File: config.mk
export PLATFORM = sky130hd
export DESIGN_NAME = tstc_finish
export DESIGN_NICKNAME = d
export VERILOG_FILES = /design/src/hdl/tstc_pkg.sv /design/src/hdl/tstc_finish.sv
export SDC_FILE = /design/constraint.sdc
export NUM_CORES = 2
export LEC_CHECK = 0
export BUFFER_PORTS_ARGS = -buffer_cell sky130_fd_sc_hd__buf_2
export CAP_MARGIN = 20
export CORE_UTILIZATION = 49
export CTS_BUF_LIST = sky130_fd_sc_hd__clkbuf_16
export CTS_CLUSTER_DIAMETER = 80
export DETAILED_ROUTE_END_ITERATION = 10
export PLACE_DENSITY = 0.71
export SYNTH_ARGS = -nofsm -noshare
export SYNTH_HDL_FRONTEND = slang
export SYNTH_SLANG_ARGS = --single-unit
File: constraint.sdc
create_clock -name i_clk -period 8.7 [get_ports i_clk]
set_input_delay 0 -clock i_clk [delete_from_list [all_inputs] [get_ports i_clk]]
set_output_delay 0 -clock i_clk [all_outputs]
set_load 0.03 [all_outputs]
File: src/hdl/tstc_pkg.sv
// shared types and constants for the timespec / timestamp converter
// no dependencies; used by tstc_finish, the top level and the checkers

package tstc_pkg;

    localparam int SECONDS_BITS_DEF = 64;
    localparam int DIV_STEPS        = 8;
    localparam int UNITS_W          = 30;
    localparam int WORD_W           = 64;
    localparam int NPT_NUM_W        = 32;

    localparam logic [UNITS_W-1:0] NS_PER_SEC = 30'd1000000000;

    // pipeline depth: input stage, two dividers, two finishing stages
    localparam int DIVA_STAGES = (NPT_NUM_W + DIV_STEPS - 1) / DIV_STEPS;
    localparam int DIVB_STAGES = (WORD_W + DIV_STEPS - 1) / DIV_STEPS;
    localparam int LATENCY     = 1 + DIVA_STAGES + DIVB_STAGES + 2;

    // register indexes
    localparam logic REG_EPOCH = 1'b0;
    localparam logic REG_UNITS = 1'b1;

    // operation codes
    localparam logic OP_TO_TS   = 1'b0;
    localparam logic OP_TO_PAIR = 1'b1;

    // carried alongside the nanoseconds-per-tick divider
    typedef struct packed {
        logic              op;
        logic              neg;
        logic [WORD_W-1:0] mag;
        logic [WORD_W-1:0] sec;
    } t_side_a;

    // carried alongside the main divider
    typedef struct packed {
        logic               op;
        logic               neg;
        logic [WORD_W-1:0]  sec;
        logic [UNITS_W-1:0] npt;
    } t_side_b;

endpackage

File: src/hdl/tstc_finish.sv
// final two stages: scaling products, sign and borrow fixes, range check
// depends on tstc_pkg

module tstc_finish #(
    parameter int SECONDS_BITS = tstc_pkg::SECONDS_BITS_DEF
) (
    input  logic                              i_clk,
    input  logic                              i_rst_n,
    input  logic                              i_valid,
    input  logic [tstc_pkg::WORD_W-1:0]       i_quo,
    input  logic [tstc_pkg::UNITS_W-1:0]      i_rem,
    input  tstc_pkg::t_side_b                 i_side,
    input  logic [tstc_pkg::UNITS_W-1:0]      i_units,
    input  logic [tstc_pkg::WORD_W-1:0]       i_epoch,
    output logic                              o_valid,
    output logic signed [tstc_pkg::WORD_W-1:0] o_out_timestamp,
    output logic signed [tstc_pkg::WORD_W-1:0] o_out_seconds,
    output logic [tstc_pkg::UNITS_W-1:0]      o_out_nanoseconds,
    output logic                              o_status
);

    localparam int W = tstc_pkg::WORD_W;
    localparam int U = tstc_pkg::UNITS_W;

    // stage one registers
    logic           r_v1;
    logic           r_op1;
    logic [61:0]    r_lo;
    logic [31:0]    r_hi;
    logic [W-1:0]   r_q;
    logic [W:0]     r_whole;
    logic           r_remnz;

    logic [31:0]    c_ma;
    logic [U-1:0]   c_mb;
    logic [61:0]    n_lo;
    logic [61:0]    n_hi;
    logic [W-1:0]   n_q;
    logic [W:0]     n_whole;

    // one multiplier shared by both directions, one for the upper seconds half
    always_comb begin
        c_ma    = (i_side.op == tstc_pkg::OP_TO_PAIR) ? {2'b00, i_rem} : i_side.sec[31:0];
        c_mb    = (i_side.op == tstc_pkg::OP_TO_PAIR) ? i_side.npt : i_units;
        n_lo    = c_ma * c_mb;
        n_hi    = i_side.sec[63:32] * i_units;
        n_q     = i_side.neg ? (~i_quo + 1'b1) : i_quo;
        n_whole = i_side.neg ? (~{1'b0, i_quo} + 1'b1) : {1'b0, i_quo};
    end

    always_ff @(posedge i_clk) begin
        if (!i_rst_n) begin
            r_v1 <= 1'b0;
        end else begin
            r_v1 <= i_valid;
        end
        r_op1   <= i_side.op;
        r_lo    <= n_lo;
        r_hi    <= n_hi[31:0];
        r_q     <= n_q;
        r_whole <= n_whole;
        r_remnz <= i_side.neg && (i_rem != '0);
    end

    // stage two: timestamp sum, or borrow and range check
    logic [W-1:0]   c_ts;
    logic [W:0]     c_whole;
    logic [U-1:0]   c_ns;
    logic [W-SECONDS_BITS+1:0] c_top;
    logic           c_oor;

    always_comb begin
        c_ts    = {2'b00, r_lo} + {r_hi, 32'd0} + r_q + i_epoch;
        c_whole = r_remnz ? (r_whole - 1'b1) : r_whole;
        c_ns    = r_remnz ? (tstc_pkg::NS_PER_SEC - r_lo[U-1:0]) : r_lo[U-1:0];
        c_top   = c_whole[W:SECONDS_BITS-1];
        c_oor   = !((&c_top) || !(|c_top));
    end

    always_ff @(posedge i_clk) begin
        if (!i_rst_n) begin
            o_valid <= 1'b0;
        end else begin
            o_valid <= r_v1;
        end
        if (r_op1 == tstc_pkg::OP_TO_TS) begin
            o_out_timestamp   <= c_ts;
            o_out_seconds     <= '0;
            o_out_nanoseconds <= '0;
            o_status          <= 1'b0;
        end else begin
            o_out_timestamp   <= '0;
            o_out_seconds     <= c_oor ? '0 : c_whole[W-1:0];
            o_out_nanoseconds <= c_oor ? '0 : c_ns;
            o_status          <= c_oor;
        end
    end

endmodule

==> out/results.ini <==
[cells_and_area]
multi_input_area_sq_um=50100
utilization_pct=55.3
final_cell_count_no_fill=9184
seqCellArea_sq_um=6450
synthToLayoutAreaGrowth_pct=11.3
final_nets=9586
final_area_sq_um=69800
drive_gt1_share_pct=10.3
nFillCells=11500

[timing]
hold_viol_final=0
finalSetupViolCount=0
fin_worst_skew_ps=25.5
worst_slew_pin_slew_ps=992
relSlewSlack_pct=33.3
drv_slew=0
hold_slack_ps=40.8
min_period_ps=8500
clock.fmax_mhz=118
post-route-period-util_pct=97.7

[routing]
routed_wl_mm=216
drc=0
via_per_inst=5.59
wl_per_cell_microns=23.5
vias=51400
drtIter0Drc=4560
ant_nets=0
firstDrtPassIters=6

[synthesis]
ys.flop_type=dfxtp_1
syn-instance-count=7049
synth_edf_count=0
ys_warn_count=0
syn_area_per_cell_sq_um=8.90
synth_nets=9138
synth.yosys.seq_area_share_pct=10.3
syn_area_sq_um=62700
async_flop_share_pct=0
ys_types=77
ys_seq_elements=322

[critical_path]
r2r_setup_slack_ps=3260
critical_path_class=input port to flop
cp-start-kind=input port
crit_buf_inv=7
crit_path_max_incr_delay_ps=640
slowest_stage=fa_1
end_kind=flop
cp_top_family=adder cells
cp_data_required_time_ps=9190
critPathMaxFanout=18
cp_common_cell=fa_1
crit_arrival_ps=8980

[place]
place_area_sq_um=67300
port_buffers=446
dp_hpwl_mm=181
dp_cells=8992
routabilityCongestion=1.03

[global_route]
antenna_found_initial=12
grt_pass1_wl_mm=328
grt_usage_pct=33.6
grt_pass1_vias=54100
grt_max_degree=76
grt.overflow.total=0

[worst_hold_path]
worstHoldPathType=input port to flop

[die]
die_area_sq_um=129000
num_rows=130
die_x_microns=360
core_sq_um=126000
io_pins=447
initial_core_util_pct=49.7
die_y_microns=360

[clocking]
clock-sinks=322
clk_latency_ps=590
cts_made_buffers=40
cts_buffer_depth=3
cts_tree=built
h-tree-depth=2
cts-root-buf=clkbuf_16
clk_pin_slew_ps=60

[run]
drv_cap=0

[status]
status=finished, final reports clean

final timing paths:
check	startpoint	end	cells past startpoint
worst min-delay path	i_rem[0]	r_lo[0]$_DFF_P_	4
worst min register to register	r_v1$_SDFF_PN0_	o_valid$_SDFF_PN0_	1
worst max-delay path	i_side[95]	r_lo[54]$_DFF_P_	29
worst max register to register	r_q[41]$_DFF_P_	o_out_nanoseconds[29]$_SDFF_PN0_	11
registers in the layout (all words and copies together) (netlist names):
register	cells
r_v1	1
r_op1	1
r_lo	62
o_out_seconds	64
r_hi	32
o_out_nanoseconds	30
o_valid	1
r_remnz	1
r_whole	2
o_out_timestamp	64
o_status	1
r_q	63
stage by stage:
stage | setup TNS, ps | setup WS, ps
global placement | 0 | 341
detailed placement | 0 | 250
CTS | 0 | 256
global route | -52.9 | -52.9
finish | 0 | 204
floorplan | 0 | 512
synth_stat cells (all sizes together) (24+ instances only):
library cell | instances | area share [%]
a21o | 126 | 1.5
a21oi | 163 | 1.3
and2 | 172 | 1.7
and3 | 26 | 0.26
clkbuf | 299 | 1.8
dfxtp | 322 | 10
fa | 1339 | 43
ha | 463 | 9.2
inv | 1361 | 8.1
mux2 | 31 | 0.56
mux2i | 33 | 0.53
nand2 | 936 | 5.6
nand2b | 26 | 0.26
nand3 | 42 | 0.34
nand4 | 24 | 0.24
nor2 | 800 | 4.8
nor2b | 48 | 0.48
nor3 | 50 | 0.40
o21a | 27 | 0.32
o21ai | 95 | 0.76
o21bai | 30 | 0.36
o31ai | 30 | 0.36
or3 | 24 | 0.25
xnor2 | 249 | 3.5
xor2 | 99 | 1.4
area by class of cell:
cell class | instances | share of cell area [%]
Tap cell | 1650 | 2.96
Sequential cell | 322 | 9.24
Multi-Input combinational cell | 5045 | 71.8
Antenna cell | 5 | 0.0179
Clock inverter | 34 | 0.387
Clock buffer | 40 | 1.43
Inverter | 1361 | 7.32
Timing Repair Buffer | 727 | 6.89
worst register-to-register path, delay by kind of cell (launching register included):
kind            cells  cell delay (ps)
simple gates        8             3500
compound gates      1              160
flops               1              440
xor+xnor            1              690
buf+inv             1              480
logic make-up after synthesis:
| family | count (synthesis) | share of synthesized area, % |
|---|---|---|
| fa+ha+maj | 1802 | 52.0 |
| compound gates | 611 | 6.44 |
| buf+inv | 1682 | 10.1 |
| mux | 64 | 1.08 |
| flops | 322 | 10.3 |
| xor+xnor | 348 | 4.86 |
| simple gates | 2220 | 15.3 |
metal layers:
metal	GRT usage (%)	vias to the layer above	wire (microns)
met3	5.81	650	18300
met4	19.5	8	15000
met1	41.7	25900	81100
met5	0	-	60
li1	-	22200	-
met2	55.2	2659	102000
cells in the final DEF, fill, tap and decap left out, drive strengths merged, types with 26 or more instances in the layout:
master and count:
xor2 99, and3 26, nor2b 48, mux2i 33
inv 1371, nor2 800, nor3 50, buf 615
nand2 936, ha 463, dlygate4sd3 112, dfxtp 322
o21bai 30, a21oi 163, a21o 126, o31ai 30
xnor2 249, o21a 27, and2 172, o21ai 95
mux2 31, clkbuf 40, nand2b 26, fa 1339
nand3 42
what timing repair did:
| action | in CTS | in global routing |
|---|---|---|
| resized for setup | 0 | 13 |
| setup buffers | 0 | 0 |
| endpoints found under the setup margin | 0 | 10 |
| hold buffers | 111 | 1 |
| hold endpoints to repair | 69 | 2 |
Power is not shown: default switching activity piles up to over one toggle a cycle in this logic, so the estimate is an artifact.
